`config.mk`:
```
export PLATFORM = sky130hd
export DESIGN_NAME = pkcf_hyp_cell
export DESIGN_NICKNAME = d
export VERILOG_FILES = /design/src/pkcf_pkg.sv /design/src/pkcf_hyp_cell.sv
export SDC_FILE = /design/constraint.sdc
export NUM_CORES = 1
export LEC_CHECK = 0
export ABC_AREA = 1
export BUFFER_PORTS_ARGS = -buffer_cell sky130_fd_sc_hd__buf_4
export CORE_MARGIN = 8
export CORE_UTILIZATION = 63
export CTS_CLUSTER_DIAMETER = 150
export DETAILED_ROUTE_END_ITERATION = 10
export PLACE_DENSITY = 0.95
export SYNTH_ARGS = -nofsm -noshare
export SYNTH_HDL_FRONTEND = slang
export SYNTH_SLANG_ARGS = --single-unit
```
`constraint.sdc`:
```
create_clock -name i_clk -period 4.4 [get_ports i_clk]
set_clock_uncertainty 0.2 [all_clocks]
set_input_delay 0.44 -clock i_clk [delete_from_list [all_inputs] [get_ports i_clk]]
set_output_delay 0.44 -clock i_clk [all_outputs]
set_load 0.01 [all_outputs]
```
`src/pkcf_pkg.sv`:
```
// ----------------------------------------------------------------------------
// pkcf_pkg
// Types, constants and table functions shared by the kinematic cut filter.
// ----------------------------------------------------------------------------
package pkcf_pkg;

    localparam int CORDIC_STEPS_DEF = 20;

    // Angles and logarithms are carried in units of 2^-24.
    localparam logic signed [31:0] PI_Q24  = 32'sd52707179;
    localparam logic [39:0]        LN2_Q24 = 40'd11629080;

    // Width of the hyperbolic datapath; the mantissa sum stays below 2^33.
    localparam int HYP_W = 36;

    typedef enum logic [2:0] {
        CFG_ETA_LOW   = 3'd0,
        CFG_ETA_HIGH  = 3'd1,
        CFG_PHI_LOW   = 3'd2,
        CFG_PHI_HIGH  = 3'd3,
        CFG_MOM_LOW   = 3'd4,
        CFG_MOM_HIGH  = 3'd5,
        CFG_RADIUS    = 3'd6,
        CFG_CODE_PAIR = 3'd7
    } t_cfg_idx;

    typedef struct packed {
        logic [63:0] v;
        logic [63:0] res;
    } t_sqrt;

    typedef struct packed {
        logic signed [63:0] cx;
        logic signed [63:0] cy;
        logic signed [31:0] z;
    } t_circ;

    typedef struct packed {
        logic signed [HYP_W-1:0] cx;
        logic signed [HYP_W-1:0] cy;
        logic signed [31:0]      z;
    } t_hyp;

    typedef struct packed {
        logic [63:0] s;
        logic [63:0] st;
        logic [31:0] az;
        logic        zneg;
        logic        zpos;
        logic        vfail;
        logic        code_fail;
    } t_ctx;

    typedef struct packed {
        logic zneg;
        logic zpos;
        logic vfail;
        logic code_fail;
        logic s_zero;
        logic st_zero;
        logic mom_fail;
    } t_flags;

    function automatic logic signed [31:0] atan_val(input int i);
        logic signed [31:0] v;
        case (i)
            0:       v = 32'sd13176795;
            1:       v = 32'sd7778716;
            2:       v = 32'sd4110060;
            3:       v = 32'sd2086331;
            4:       v = 32'sd1047214;
            5:       v = 32'sd524117;
            6:       v = 32'sd262123;
            7:       v = 32'sd131069;
            default: v = (i <= 24) ? (32'sd1 <<< (24 - i)) : 32'sd0;
        endcase
        return v;
    endfunction

    function automatic logic signed [31:0] atanh_val(input int i);
        logic signed [31:0] v;
        case (i)
            0:       v = 32'sd0;
            1:       v = 32'sd9215828;
            2:       v = 32'sd4285116;
            3:       v = 32'sd2108178;
            4:       v = 32'sd1049945;
            5:       v = 32'sd524459;
            6:       v = 32'sd262165;
            7:       v = 32'sd131075;
            default: v = (i <= 24) ? (32'sd1 <<< (24 - i)) : 32'sd0;
        endcase
        return v;
    endfunction

    // Shift used by hyperbolic iteration n; shifts 4, 13 and 40 are taken twice.
    function automatic int hyp_shift(input int n);
        int  sh;
        bit  again;
        sh    = 1;
        again = 1'b0;
        for (int j = 0; j < n; j++) begin
            if ((sh == 4 || sh == 13 || sh == 40) && !again) begin
                again = 1'b1;
            end else begin
                again = 1'b0;
                sh++;
            end
        end
        return sh;
    endfunction

endpackage

```
`src/pkcf_hyp_cell.sv`:
```
// ----------------------------------------------------------------------------
// pkcf_hyp_cell
// One hyperbolic vectoring rotation of the logarithm chain.
// ----------------------------------------------------------------------------
module pkcf_hyp_cell #(
    parameter int STEP = 0
) (
    input  logic          i_clk,
    input  logic          i_en,
    input  pkcf_pkg::t_hyp i_d,
    output pkcf_pkg::t_hyp o_d
);

    localparam int                 SH  = pkcf_pkg::hyp_shift(STEP);
    localparam logic signed [31:0] ANG = pkcf_pkg::atanh_val(SH);

    pkcf_pkg::t_hyp                   r_d;
    pkcf_pkg::t_hyp                   n_d;
    logic signed [pkcf_pkg::HYP_W-1:0] dx;
    logic signed [pkcf_pkg::HYP_W-1:0] dy;

    always_comb begin
        dx = $signed(i_d.cy) >>> SH;
        dy = $signed(i_d.cx) >>> SH;
        if (!i_d.cy[pkcf_pkg::HYP_W-1]) begin
            n_d.cx = i_d.cx - dx;
            n_d.cy = i_d.cy - dy;
            n_d.z  = i_d.z + ANG;
        end else begin
            n_d.cx = i_d.cx + dx;
            n_d.cy = i_d.cy + dy;
            n_d.z  = i_d.z - ANG;
        end
    end

    always_ff @(posedge i_clk) begin
        if (i_en) begin
            r_d <= n_d;
        end
    end

    assign o_d = r_d;

endmodule

```
==> flow_summary_export.csv <==
group,metric,value,unit
pwr,cellPowerDensity,298.3,nW/um^2
cts,cts_tree,"done",
grt,antenna_found_initial,1,
cts,postCtsSetupRepairBufs,0,
logic_synthesis,yosys_most_used_dff,"edfxtp_1",
sta,setup_tns,0,ns
pwr,power,4.210,mW
sta,rsz0062_at_grt,"false",
critical_path,cp-start-kind,"primary input",
final_layout,fin_nets,2296,
pwr,ir_drop,0.2248,mV
grt,grtUsageTotal,0.3338,
route,drt_iter0_drc,1416,
grt,grt_pass1_wl,64070,um
logic_synthesis,syn_area_per_cell,6.409,um^2
logic_synthesis,mappedNetlistNets,2081,
logic_synthesis,synthTopCellsByArea,"edfxtp_1, nand2_1, ha_1, inv_1, nor2_1",
sta,slew_violations,0,
logic_synthesis,synth_top_area_share,0.2606,
critical_path,worstPathArrival,3.34,ns
pwr,p_leak,7.408,nW
critical_path,cp.required,4.33,ns
cts,hold_buffers,0,
placement,port_buffers,209,
critical_path,critPathCaptureType,"flop",
logic_synthesis,yosys_warnings,0,
logic_synthesis,yosysSeqAreaShare,0.2606,
sta,period_share,0.7754,
logic_synthesis,yosysMostFrequentCell,"nand2_1",
min_path,whs_path_depth,1,
logic_synthesis,syn-cell-area,11980,um^2
cts,cts_sinks,104,
sta,min_period,3.412,ns
logic_synthesis,ys_seq_elements,104,
logic_synthesis,yosysTopAreaCell,"edfxtp_1",
route,firstDrtPassIters,8,
sta,tightest_slew,1.034,ns
cts,cts_buffers,9,
cts,cts_htree_levels,3,
min_path,hp-start,"i_d[1]",
grt,grt_max_degree,77,
route,wl,41200,um
placement,dp_hpwl,34110,um
cts,clkTransAtPathRegs,0.08,ns
logic_synthesis,yosysUniqueCellTypes,40,
route,ant_nets,0,
floorplanning,rows,50,
floorplanning,initial_core_util,0.6407,
grt,grt_overflow,0,
min_path,hold_class,"in2reg",
cts,post_cts_resized,0,
floorplanning,io_pins,210,
logic_synthesis,synth-edff-count,104,
final_layout,area_delta_synth_final,17.77,%
final_layout,drive_above_1_share,0.1201,
run_status,status,"completed",
route,num_vias,13500,
min_path,min_to,"o_d[1]$_DFFE_PP_",
route,wl_per_cell,17.72,um
sta,fmax,0.2931,GHz
logic_synthesis,syn_inst,1870,
cts,cts_buffer_depth,2,
critical_path,critPathKind,"in2reg",
grt,grt_pass1_vias,12810,
flow_run,maxCapViolCount,0,
sta,hold_viol,0,
logic_synthesis,yosys-top-cells-count,"nand2_1, inv_1, nor2_1",
floorplanning,core_area,18710,um^2
logic_synthesis,synthArstFlopShare,0,
route,vias_per_cell,5.805,
sta,slew_headroom,0.3109,
final_layout,largest_reg_flops,104,
floorplanning,die_x,153.9,um
critical_path,critPathMaxFanout,33,
placement,place.gp.congestion,1.039,
floorplanning,design.die.area,23690,um^2
floorplanning,die_h,153.9,um
cts,cts_root_buffer,"clkbuf_16",
route,drc_errors,0,
sta,finalSetupViolations,0,
==> worst max path at each step <==
stage          slack [ns]                  to     from  depth (start not counted)
3_3_place_gp         0.76   o_d[95]$_DFFE_PP_  i_d[67]                         15
4_1_cts              1.14   o_d[95]$_DFFE_PP_  i_d[33]                         20
5_1_grt              0.78  o_d[103]$_DFFE_PP_  i_d[33]                         20
2_1_floorplan        1.47   o_d[99]$_DFFE_PP_  i_d[33]                         18
3_5_place_dp         0.74   o_d[95]$_DFFE_PP_  i_d[33]                         20
6_report             0.99   o_d[96]$_DFFE_PP_  i_d[67]                         14
==> where the power goes <==
| part | total, mW | switching [mW] | leakage, nW | internal, mW |
|---|---|---|---|---|
| Combinational | 1.98 | 1.24 | 6.25 | 0.742 |
| Clock | 0.824 | 0.432 | 0.139 | 0.392 |
| Sequential | 1.40 | 0.0611 | 1.02 | 1.34 |
==> through the flow <==
stage	area, um^2	util	instances	setup slack, ns	hold WS (ns)
finish	14110	0.7545	2325	0.9883	0.05101
global route	14110	0.7545	2325	0.7762	0.05241
CTS	14110	0.7544	2324	1.137	0.05360
detailed placement	13830	0.7394	2308	0.7425	0.4208
global placement	13830	0.7394	2308	0.7578	0.4197
floorplan	11980	-	1870	1.469	0.3389
==> kinds of logic (layout without fill, tap and decap cells) <==
| group | after synthesis | in the layout | synth area share |
|---|---|---|---|
| fa+ha+maj | 105 | 105 | 0.1115 |
| buf+inv | 308 | 528 | 0.09741 |
| xor+xnor | 111 | 111 | 0.08112 |
| other cells | 0 | 1 | 0 |
| flops | 104 | 104 | 0.2606 |
| simple gates | 1031 | 1031 | 0.3543 |
| compound gates | 211 | 211 | 0.09511 |
==> critical path, stage by stage <==
cell	delay, ns
buf_4	0.25
inv_2	0.42
buf_4	0.39
nand2_1	0.13
xnor2_1	0.26
ha_1	0.34
a21oi_1	0.22
o21ai_0	0.21
nand2_1	0.11
nand2_1	0.07
a21oi_1	0.25
nand2_1	0.11
nand2_1	0.09
nand2_1	0.07
==> final cells by class <==
| class | instances | area, um^2 |
|---|---|---|
| Antenna cell | 1 | 2.502 |
| Clock buffer | 9 | 225.2 |
| Clock inverter | 7 | 55.05 |
| Fill cell | 1503 | 4592 |
| Inverter | 299 | 1122 |
| Multi-Input combinational cell | 1458 | 7694 |
| Sequential cell | 104 | 3123 |
| Tap cell | 234 | 292.8 |
| Timing Repair Buffer | 213 | 1599 |
==> layout by cell type, fill, tap and decap left out, drive strengths merged, types with 3 or more instances in the layout <==
| cell type | count |
|---|---|
| a21oi | 112 |
| a31oi | 7 |
| and2 | 4 |
| buf | 213 |
| clkbuf | 9 |
| clkinv | 5 |
| edfxtp | 104 |
| fa | 3 |
| ha | 102 |
| inv | 301 |
| nand2 | 618 |
| nand3 | 116 |
| nand3b | 4 |
| nand4 | 21 |
| nor2 | 229 |
| nor3 | 35 |
| o21ai | 74 |
| o21bai | 13 |
| xnor2 | 19 |
| xor2 | 92 |
==> per-layer routing <==
metal,wire length [um],vias to the layer above,GRT usage,part of all wire
li1,-,6417,-,-
met1,15780,6091,0.3998,0.38
met2,19530,852,0.5725,0.47
met3,4096,137,0.05886,0.099
met4,1803,0,0.1582,0.044
met5,0,-,0,0
(Power assumes the default switching activity.)
