## src/pkcf_pkg.sv

```systemverilog
// ----------------------------------------------------------------------------
// pkcf_pkg
// Types, constants and table functions shared by the kinematic cut filter.
// ----------------------------------------------------------------------------
package pkcf_pkg;

    localparam int CORDIC_STEPS_DEF = 20;

    // Angles and logarithms are carried in units of 2^-24.
    localparam logic signed [31:0] PI_Q24  = 32'sd52707179;
    localparam logic [39:0]        LN2_Q24 = 40'd11629080;

    // Width of the hyperbolic datapath; the mantissa sum stays below 2^33.
    localparam int HYP_W = 36;

    typedef enum logic [2:0] {
        CFG_ETA_LOW   = 3'd0,
        CFG_ETA_HIGH  = 3'd1,
        CFG_PHI_LOW   = 3'd2,
        CFG_PHI_HIGH  = 3'd3,
        CFG_MOM_LOW   = 3'd4,
        CFG_MOM_HIGH  = 3'd5,
        CFG_RADIUS    = 3'd6,
        CFG_CODE_PAIR = 3'd7
    } t_cfg_idx;

    typedef struct packed {
        logic [63:0] v;
        logic [63:0] res;
    } t_sqrt;

    typedef struct packed {
        logic signed [63:0] cx;
        logic signed [63:0] cy;
        logic signed [31:0] z;
    } t_circ;

    typedef struct packed {
        logic signed [HYP_W-1:0] cx;
        logic signed [HYP_W-1:0] cy;
        logic signed [31:0]      z;
    } t_hyp;

    typedef struct packed {
        logic [63:0] s;
        logic [63:0] st;
        logic [31:0] az;
        logic        zneg;
        logic        zpos;
        logic        vfail;
        logic        code_fail;
    } t_ctx;

    typedef struct packed {
        logic zneg;
        logic zpos;
        logic vfail;
        logic code_fail;
        logic s_zero;
        logic st_zero;
        logic mom_fail;
    } t_flags;

    function automatic logic signed [31:0] atan_val(input int i);
        logic signed [31:0] v;
        case (i)
            0:       v = 32'sd13176795;
            1:       v = 32'sd7778716;
            2:       v = 32'sd4110060;
            3:       v = 32'sd2086331;
            4:       v = 32'sd1047214;
            5:       v = 32'sd524117;
            6:       v = 32'sd262123;
            7:       v = 32'sd131069;
            default: v = (i <= 24) ? (32'sd1 <<< (24 - i)) : 32'sd0;
        endcase
        return v;
    endfunction

    function automatic logic signed [31:0] atanh_val(input int i);
        logic signed [31:0] v;
        case (i)
            0:       v = 32'sd0;
            1:       v = 32'sd9215828;
            2:       v = 32'sd4285116;
            3:       v = 32'sd2108178;
            4:       v = 32'sd1049945;
            5:       v = 32'sd524459;
            6:       v = 32'sd262165;
            7:       v = 32'sd131075;
            default: v = (i <= 24) ? (32'sd1 <<< (24 - i)) : 32'sd0;
        endcase
        return v;
    endfunction

    // Shift used by hyperbolic iteration n; shifts 4, 13 and 40 are taken twice.
    function automatic int hyp_shift(input int n);
        int  sh;
        bit  again;
        sh    = 1;
        again = 1'b0;
        for (int j = 0; j < n; j++) begin
            if ((sh == 4 || sh == 13 || sh == 40) && !again) begin
                again = 1'b1;
            end else begin
                again = 1'b0;
                sh++;
            end
        end
        return sh;
    endfunction

endpackage

```

## src/pkcf_sqrt_cell.sv

```systemverilog
// ----------------------------------------------------------------------------
// pkcf_sqrt_cell
// One digit of the restoring integer square root.
// ----------------------------------------------------------------------------
module pkcf_sqrt_cell #(
    parameter int STEP = 0
) (
    input  logic           i_clk,
    input  logic           i_en,
    input  pkcf_pkg::t_sqrt i_d,
    output pkcf_pkg::t_sqrt o_d
);

    localparam logic [63:0] TRIAL_BIT = 64'd1 << (62 - 2 * STEP);

    pkcf_pkg::t_sqrt r_d;
    pkcf_pkg::t_sqrt n_d;
    logic [63:0]     trial;

    always_comb begin
        trial = i_d.res + TRIAL_BIT;
        if (i_d.v >= trial) begin
            n_d.v   = i_d.v - trial;
            n_d.res = (i_d.res >> 1) + TRIAL_BIT;
        end else begin
            n_d.v   = i_d.v;
            n_d.res = i_d.res >> 1;
        end
    end

    always_ff @(posedge i_clk) begin
        if (i_en) begin
            r_d <= n_d;
        end
    end

    assign o_d = r_d;

endmodule

```

## config.mk

```make
export PLATFORM = sky130hd
export DESIGN_NAME = pkcf_sqrt_cell
export DESIGN_NICKNAME = d
export VERILOG_FILES = /design/src/pkcf_pkg.sv /design/src/pkcf_sqrt_cell.sv
export SDC_FILE = /design/constraint.sdc
export NUM_CORES = 1
export LEC_CHECK = 0
export BUFFER_PORTS_ARGS = -buffer_cell sky130_fd_sc_hd__buf_2
export CAP_MARGIN = 20
export CORE_UTILIZATION = 53
export DETAILED_ROUTE_END_ITERATION = 10
export PLACE_DENSITY = 0.81
export SLEW_MARGIN = 20
export SYNTH_ARGS = -nofsm -noshare
export SYNTH_HDL_FRONTEND = slang
export SYNTH_SLANG_ARGS = --single-unit
export TNS_END_PERCENT = 50
```

## constraint.sdc

```tcl
create_clock -name i_clk -period 3.6 [get_ports i_clk]
set_clock_uncertainty 0.15 [all_clocks]
set_input_delay 0 -clock i_clk [delete_from_list [all_inputs] [get_ports i_clk]]
set_output_delay 0 -clock i_clk [all_outputs]
set_load 0.01 [all_outputs]
```

==> results of run 1 <==
==> repair_timing <==
action,in CTS,in global routing
buffers inserted,0,1
setup endpoints to repair,0,40
hold endpoints to repair,183,1
hold buffers,127,2
resized for setup,0,6
==> cells in the final DEF, fill, tap and decap left out, drive strengths merged, types with 43 or more instances in the layout <==
| cell type | synthesis | routed |
|---|---|---|
| buf | 11 | 280 |
| a21o | 49 | 49 |
| inv | 78 | 78 |
| ha | 64 | 64 |
| nand2 | 52 | 52 |
| dlygate4sd3 | 0 | 129 |
| nor2 | 82 | 82 |
| a21oi | 111 | 111 |
| o21ai | 43 | 43 |
| edfxtp | 128 | 128 |
==> where the power goes <==
group	total, uW	internal (uW)	switching (uW)	leakage, uW
clock	1750	1080	669	0.000284
sequential	1910	1860	48.2	0.00125
combinational	1550	685	870	0.00405
==> worst max-delay path, cell delays in order <==
cell and delay [ns]:
dlygate4sd3_1 0.55, buf_2 0.14, inv_1 0.04, ha_1 0.30, buf_4 0.14, a21oi_1 0.08
nor2b_1 0.13, a211o_1 0.33, a21oi_1 0.31, nor4b_2 0.13, o31a_1 0.36, o21ai_1 0.40
a21oi_1 0.15, xnor2_1 0.15, mux2_2 0.26
==> layer usage <==
metal  GRT usage [%]  vias to the layer above
li1                -                     4016
met1            36.5                     3960
met2            56.0                      493
met3            6.85                       97
met4            15.6                        0
met5               0                        -
==> layout make-up <==
class                      count  area share (%)
clock buffer                  19            3.57
clock inverter                12            1.19
inverter                      78            2.42
multi-input combinational    642            35.9
sequential                   128            31.7
tap                          216            2.23
timing repair buffer         409            23.0
==> cells by family after synthesis <==
group	Yosys count	synth area share (%)
AOI/OAI and AO/OA	272	19.8
and+or+nand+nor	234	13.2
DFF	128	44.6
buffers and inverters	115	5.19
xor gates and xnor gates	56	5.70
muxes	15	1.95
adders and majority gates	65	9.53
==> through the flow <==
step	utilization, %	hold WS, ns
after floorplan	-	-0.0511
after global placement	64.3	0.0414
after detailed placement	64.3	0.0429
after CTS	75.9	-0.155
after global routing	76.3	0.0724
final	76.3	0.00797
==> path summary, 6_finish.rpt <==
path                  startpoint  endpoint  slack [ns]
worst max-delay path      i_d[3]  o_d[109]        0.16
worst min-delay path     i_d[64]   o_d[64]       0.008
==> results.yml, run 1 <==
synth:
  synth_ff_type: "edfxtp_1"
  ys_warn_count: 0
  synth_top_area_share_pct: 44.6
  yosysTopAreaCell: "edfxtp_1"
  synth-edff-count: 128
  synth_most_common_cell: "edfxtp_1"
  netlist_instances: 885
  ys_types: 58
  synth_area_mm2: 0.00861
  synth_top_cells_by_count: "128 x edfxtp_1, 111 x a21oi_1, 82 x nor2_1"
  ys_async_sr_fraction_pct: 0
  postSynthAreaPerCell_um2: 9.73
  syn_nets: 1080
  synthTopCellsByArea: "edfxtp_1 45%, ha_1 9.3%, a21oi_1 6.5%"
  seq_area_frac_synth_pct: 44.6
  synth-seq-cells: 128
placed_design:
  post-place-ws_ns: 0.133
  placed_area_mm2: 0.0102
  place_congestion: 0.876
  port_buffers: 257
  dpl.hpwl_um: 17000
  place_inst: 1343
sta:
  slew_headroom_pct: 65.2
  maxSlewViolCount: 0
  fmax_ghz: 0.290
  final-hold-violation-count: 0
  finalCriticalPeriod_ns: 3.44
  worst_pin_slew_ns: 0.517
  layout_setup_ws_ns: 0.155
  tns_ns: 0
  setup_viol: 0
  finalCritPeriodShare_pct: 95.7
clock_tree:
  h-tree-depth: 4
  cts_root_buffer: "clkbuf_16"
  cts_buffers: 17
  cts_sinks: 128
  clk_pin_slew_ns: 0.06
  cts_tree: "yes"
  clock_path_buffers: 2
drt:
  firstDrtPassIters: 8
  wl_met1_um: 10200
  drt-total-wl_um: 26700
  viasPerCell: 5.70
  drc: 0
  vias: 8566
  antenna_left: 0
  dr_wl_met3_um: 2110
  drtIter0Drc: 805
  highest_layer: "met4"
  dr_wl_met2_um: 13400
  wl_per_cell_um: 17.8
worst_setup_path:
  cp.arrival_ns: 3.47
  crit_path_start_kind: "input pin"
  worstSetupEndpointType: "register"
  cp_data_required_time_ns: 3.63
  criticalPathCategory: "in -> reg"
  crit_fanout: 5
floorplanning:
  start_util_pct: 54.2
  dieArea_mm2: 0.0168
  io_pins: 258
  die_w_um: 129
  row_count: 46
  core_area_mm2: 0.0159
  die_h_um: 129
layout:
  areaGrowthSynthToFinish_pct: 40.8
  n_fill_cell: 1033
  seqCellArea_mm2: 0.00384
  largest_reg_flops: 128
  multi_input_area_mm2: 0.00435
  instances_no_fill: 1504
  post_route_cells_drive_above_1_share_pct: 25.6
  fin_nets: 1471
  n_antenna_cell: 0
  fin_area_mm2: 0.0121
global_route:
  grt_pass1_wl_um: 40900
  grt_pass1_vias: 8340
  grt_util_all_layers_pct: 31.7
  grt_overflow: 0
  grt_start_max_net_pins: 74
  antenna_found_initial: 0
power:
  vdd_drop_max_uv: 347
  power_uw: 5210
  power_density_mw_per_mm2: 430
  leakagePower_uw: 0.00559
run:
  maxCapViolCount: 0
status:
  status: "completed"
min_path:
  holdPathStages: 4
  hp-class: "in -> reg"
Note: power is estimated with default switching activity, not from simulation.
==> inputs of run 2 (changes only) <==
--- a/config.mk
+++ b/config.mk
@@ -7,7 +7,9 @@
 export LEC_CHECK = 0
 export BUFFER_PORTS_ARGS = -buffer_cell sky130_fd_sc_hd__buf_2
 export CAP_MARGIN = 20
-export CORE_UTILIZATION = 53
+export CELL_PAD_IN_SITES_DETAIL_PLACEMENT = 0
+export CELL_PAD_IN_SITES_GLOBAL_PLACEMENT = 2
+export CORE_UTILIZATION = 32
 export DETAILED_ROUTE_END_ITERATION = 10
 export PLACE_DENSITY = 0.81
 export SLEW_MARGIN = 20
==> results.yml, run 2 (synthesized netlist as in run 1, its figures left out) <==
status:
  status: "finished, violations left"
  violations: "DRC, hold timing"
sta:
  tns_ns: 0
  slew_headroom_pct: 60.5
  setup_viol: 0
  worst_pin_slew_ns: 0.593
  finalCriticalPeriod_ns: 3.42
  rsz0062_at_grt: "false"
  maxSlewViolCount: 0
  finalCritPeriodShare_pct: 95.1
  final-hold-violation-count: 1
  whs_ns: -0.233
  fmax_ghz: 0.292
layout:
  fin_area_mm2: 0.0124
  final_common_cell: "buf_2"
  n_antenna_cell: 0
  fin_nets: 1477
  largest_reg_flops: 128
  areaGrowthSynthToFinish_pct: 43.9
  post_route_cells_drive_above_1_share_pct: 26.8
  final_cell_mix: "256 x buf_2, 128 x edfxtp_1, 127 x dlygate4sd3_1"
drt:
  drtIter0Drc: 359
  drc: 17
  wl_per_cell_um: 15.9
  antenna_left: 0
  firstDrtPassIters: 8
  drt-total-wl_um: 25900
  viasPerCell: 4.89
  vias: 7971
clock_tree:
  h-tree-depth: 4
  cts_buffers: 17
  clock_path_buffers: 2
  cts_hold_buf: 127
  cts_root_buffer: "clkbuf_16"
  cts_sinks: 128
  clk_pin_slew_ns: 0.06
  cts_tree: "yes"
worst_setup_path:
  cp.arrival_ns: 3.45
  crit_fanout: 5
  worstSetupEndpointType: "register"
  criticalPathCategory: "in -> reg"
  cp_data_required_time_ns: 3.62
  crit_path_start_kind: "input pin"
placed_design:
  placed_area_mm2: 0.0104
  port_buffers: 257
  dpl.hpwl_um: 19600
  place_congestion: 0.793
global_route:
  grt_start_max_net_pins: 73
  grt_pass1_vias: 8108
  grt_pass1_wl_um: 41300
  grt_util_all_layers_pct: 18.7
  grt_overflow: 0
  antenna_found_initial: 0
run:
  maxCapViolCount: 0
floorplanning:
  start_util_pct: 32.9
  die_h_um: 166
  die_w_um: 166
  core_area_mm2: 0.0262
  io_pins: 258
  dieArea_mm2: 0.0276
  row_count: 59
min_path:
  holdPathStages: 3
  hp-start: "i_d[64]"
  hold_end: "o_d[64]"
  hp-class: "in -> reg"
power:
  power_density_mw_per_mm2: 429
  vdd_drop_max_uv: 265
  leakagePower_uw: 0.00563
run 2: cell types whose count changed in the layout (fill, tap and decap cells not counted), moves of 2 or more:
cell / previous run / this run
buf_6: 1 / 3
clkinv_2: 5 / 1
buf_4: 21 / 27
clkinvlp_4: 1 / 3
o21ai_1: 5 / 3
dlygate4sd3_1: 129 / 127
run 2: metal layers:
| layer | global-route usage [%] | share of wire [%] | wire (um) | vias up |
|---|---|---|---|---|
| met1 | 24.3 | 48 | 12300 | 3730 |
| li1 | - | - | - | 4026 |
| met4 | 5.12 | 1.1 | 291 | 0 |
| met5 | 0 | 0 | 0 | - |
| met2 | 31.5 | 47 | 12100 | 197 |
| met3 | 3.77 | 4.5 | 1160 | 18 |
run 2: worst max path at each step:
stage | from | endpoint | slack, ns | depth (start not counted)
floorplan | i_d[16] | o_d[124] | 0.59 | 12
global placement | i_d[6] | o_d[113] | 0.1 | 15
detailed placement | i_d[3] | o_d[125] | 0.06 | 14
CTS | i_d[2] | o_d[125] | 0.05 | 15
global route | i_d[79] | o_d[124] | 0.02 | 14
finish | i_d[79] | o_d[124] | 0.18 | 14
run 2: through the flow:
step	instances	setup slack (ns)	utilization, %	total power [uW]	hold slack (ns)
after detailed placement	1469	0.0615	39.7	3350	0.0424
after global routing	1630	0.0242	47.3	5590	-0.242
after CTS	1628	0.0484	46.9	5350	-0.256
after floorplan	885	0.587	-	2800	-0.0511
after global placement	1469	0.0985	39.7	3350	0.0421
final	1630	0.176	47.3	5320	-0.233
run 2: repair_timing:
action                                 CTS  global route
endpoints found under the hold margin  184             1
gates resized for setup                  0            15
setup endpoints to repair                0            58
setup buffers                            0             2
run 2: layout make-up:
class                   instances  area [um2]
inverters                      78         293
clock inverters                14         190
repair buffers                415        2830
well taps                     335         419
flip-flops and latches        128        3840
clock buffers                  18         429
fillers                      2530       13800
multi-input cells             642        4380
run 2: report_power, final:
part           switching (uW)  leakage [uW]  internal [uW]  total [uW]
clock network             711      0.000292           1160        1870
registers                40.2       0.00125           1860        1900
logic                     847       0.00409            700        1550
total                    1600       0.00563           3720        5320
run 2: worst max-delay path: stages:
cell           delay (ns)
dlygate4sd3_1        0.54
buf_2                0.14
ha_2                 0.36
and2_1               0.17
nand3_2              0.12
or3_4                0.38
a41o_1               0.29
nor3_4               0.22
o21ai_2              0.11
o41ai_4              0.31
buf_4                0.18
or4b_1               0.42
a21oi_1              0.13
nor3_1               0.07
==> inputs of run 3 (changes only) <==
--- a/config.mk
+++ b/config.mk
@@ -7,9 +7,9 @@
 export LEC_CHECK = 0
 export BUFFER_PORTS_ARGS = -buffer_cell sky130_fd_sc_hd__buf_2
 export CAP_MARGIN = 20
-export CELL_PAD_IN_SITES_DETAIL_PLACEMENT = 0
-export CELL_PAD_IN_SITES_GLOBAL_PLACEMENT = 2
-export CORE_UTILIZATION = 32
+export CELL_PAD_IN_SITES_DETAIL_PLACEMENT = 1
+export CELL_PAD_IN_SITES_GLOBAL_PLACEMENT = 1
+export CORE_UTILIZATION = 40
 export DETAILED_ROUTE_END_ITERATION = 10
 export PLACE_DENSITY = 0.81
 export SLEW_MARGIN = 20
==> results.yml, run 3 (synthesized netlist as in run 1, its figures left out) <==
power:
  vdd_drop_max_uv: 313
  leakagePower_uw: 0.00558
  power_density_mw_per_mm2: 435
drt:
  antenna_left: 0
  drc: 0
  drt-total-wl_um: 33200
  viasPerCell: 5.60
  firstDrtPassIters: 7
  drtIter0Drc: 543
  wl_per_cell_um: 21.2
  vias: 8749
sta:
  whs_ns: -0.00626
  final-hold-violation-count: 5
  fmax_ghz: 0.282
  finalCriticalPeriod_ns: 3.54
  worst_pin_slew_ns: 1.08
  setup_viol: 0
  tns_ns: 0
  maxSlewViolCount: 0
  slew_headroom_pct: 28.2
  finalCritPeriodShare_pct: 98.4
floorplanning:
  die_w_um: 149
  row_count: 53
  core_area_mm2: 0.0211
  io_pins: 258
  die_h_um: 149
  start_util_pct: 40.8
  dieArea_mm2: 0.0221
worst_setup_path:
  cp_data_required_time_ns: 3.62
  crit_fanout: 6
  criticalPathCategory: "in -> reg"
  crit_path_start_kind: "input pin"
  worstSetupEndpointType: "register"
  cp.arrival_ns: 3.57
clock_tree:
  cts_tree: "yes"
  cts_buffers: 17
  h-tree-depth: 4
  clock_path_buffers: 2
  clk_pin_slew_ns: 0.06
  cts_sinks: 128
  cts_root_buffer: "clkbuf_16"
placed_design:
  placed_area_mm2: 0.0102
  dpl.hpwl_um: 20800
  port_buffers: 257
  place_inst: 1401
  place_congestion: 0.866
layout:
  final_common_cell: "buf_2"
  fin_area_mm2: 0.0122
  instances_no_fill: 1563
  final_cell_mix: "256 x buf_2, 128 x dlygate4sd3_1, 128 x edfxtp_1"
  areaGrowthSynthToFinish_pct: 42.0
  fin_nets: 1469
  fin_util_pct: 58.0
  post_route_cells_drive_above_1_share_pct: 26.9
  largest_reg_flops: 128
run:
  maxCapViolCount: 0
global_route:
  grt_overflow: 0
  grt_pass1_wl_um: 50300
  antenna_found_initial: 2
  grt_util_all_layers_pct: 29.7
  grt_pass1_vias: 9391
  grt_start_max_net_pins: 105
status:
  violations: "hold timing"
  status: "finished, violations left"
min_path:
  hp-class: "in -> reg"
run 3: cell count changes in the layout (fill, tap and decap cells not counted), sizes merged, moves of 2 or more:
cell / change
buf: -9
clkinv: +3
bufinv: -2
diode: +2
run 3: final cells by class:
class	instances	area, um2
fill	2435	8860
multi-input combinational	642	4410
sequential	128	3840
timing repair buffer	407	2760
clock buffer	17	425
tap	275	344
inverter	78	293
clock inverter	14	144
antenna	2	5.00
run 3: worst max-delay path, stage by stage:
cell	delay [ns]
dlygate4sd3_1	0.56
buf_2	0.16
ha_1	0.32
buf_4	0.19
a21oi_1	0.30
o21ai_0	0.20
a31o_2	0.28
o21ai_0	0.38
a211o_1	0.28
a21oi_2	0.11
o21ai_0	0.46
and4b_1	0.28
nor3_1	0.05
run 3: routing by layer:
metal	routed length [um]	global-route usage, %	vias to the layer above
li1	-	-	4014
met1	12700	33.7	4243
met2	17500	54.3	402
met3	1950	5.12	90
met4	1050	13.0	0
met5	0	0	-
run 3: per-stage QoR:
stage          total power, uW  worst slack [ns]  hold slack, ns
2_1_floorplan             2800             0.587         -0.0511
3_3_place_gp              3300             0.137          0.0418
3_5_place_dp              3350           -0.0629          0.0437
4_1_cts                   5200            0.0111          -0.156
5_1_grt                   5520           -0.0310          0.0609
6_report                  5310            0.0576        -0.00626
run 3: timing repair:
item                                   CTS  global route
gates resized for setup                  0            24
hold buffers                           126             2
setup endpoints to repair                0            58
endpoints found under the hold margin  128             1
setup buffers                            0             1
run 3: path summary, 6_finish.rpt:
kind / from / end / cells after the start
setup / recovery: i_d[80] / o_d[123] / 13
hold / removal: i_en / o_d[106] / 1
run 3: where the power goes:
part | leakage, uW | switching (uW) | internal, uW
clock network | 0.000279 | 735 | 1020
registers | 0.00125 | 60.5 | 1860
logic | 0.00405 | 944 | 693
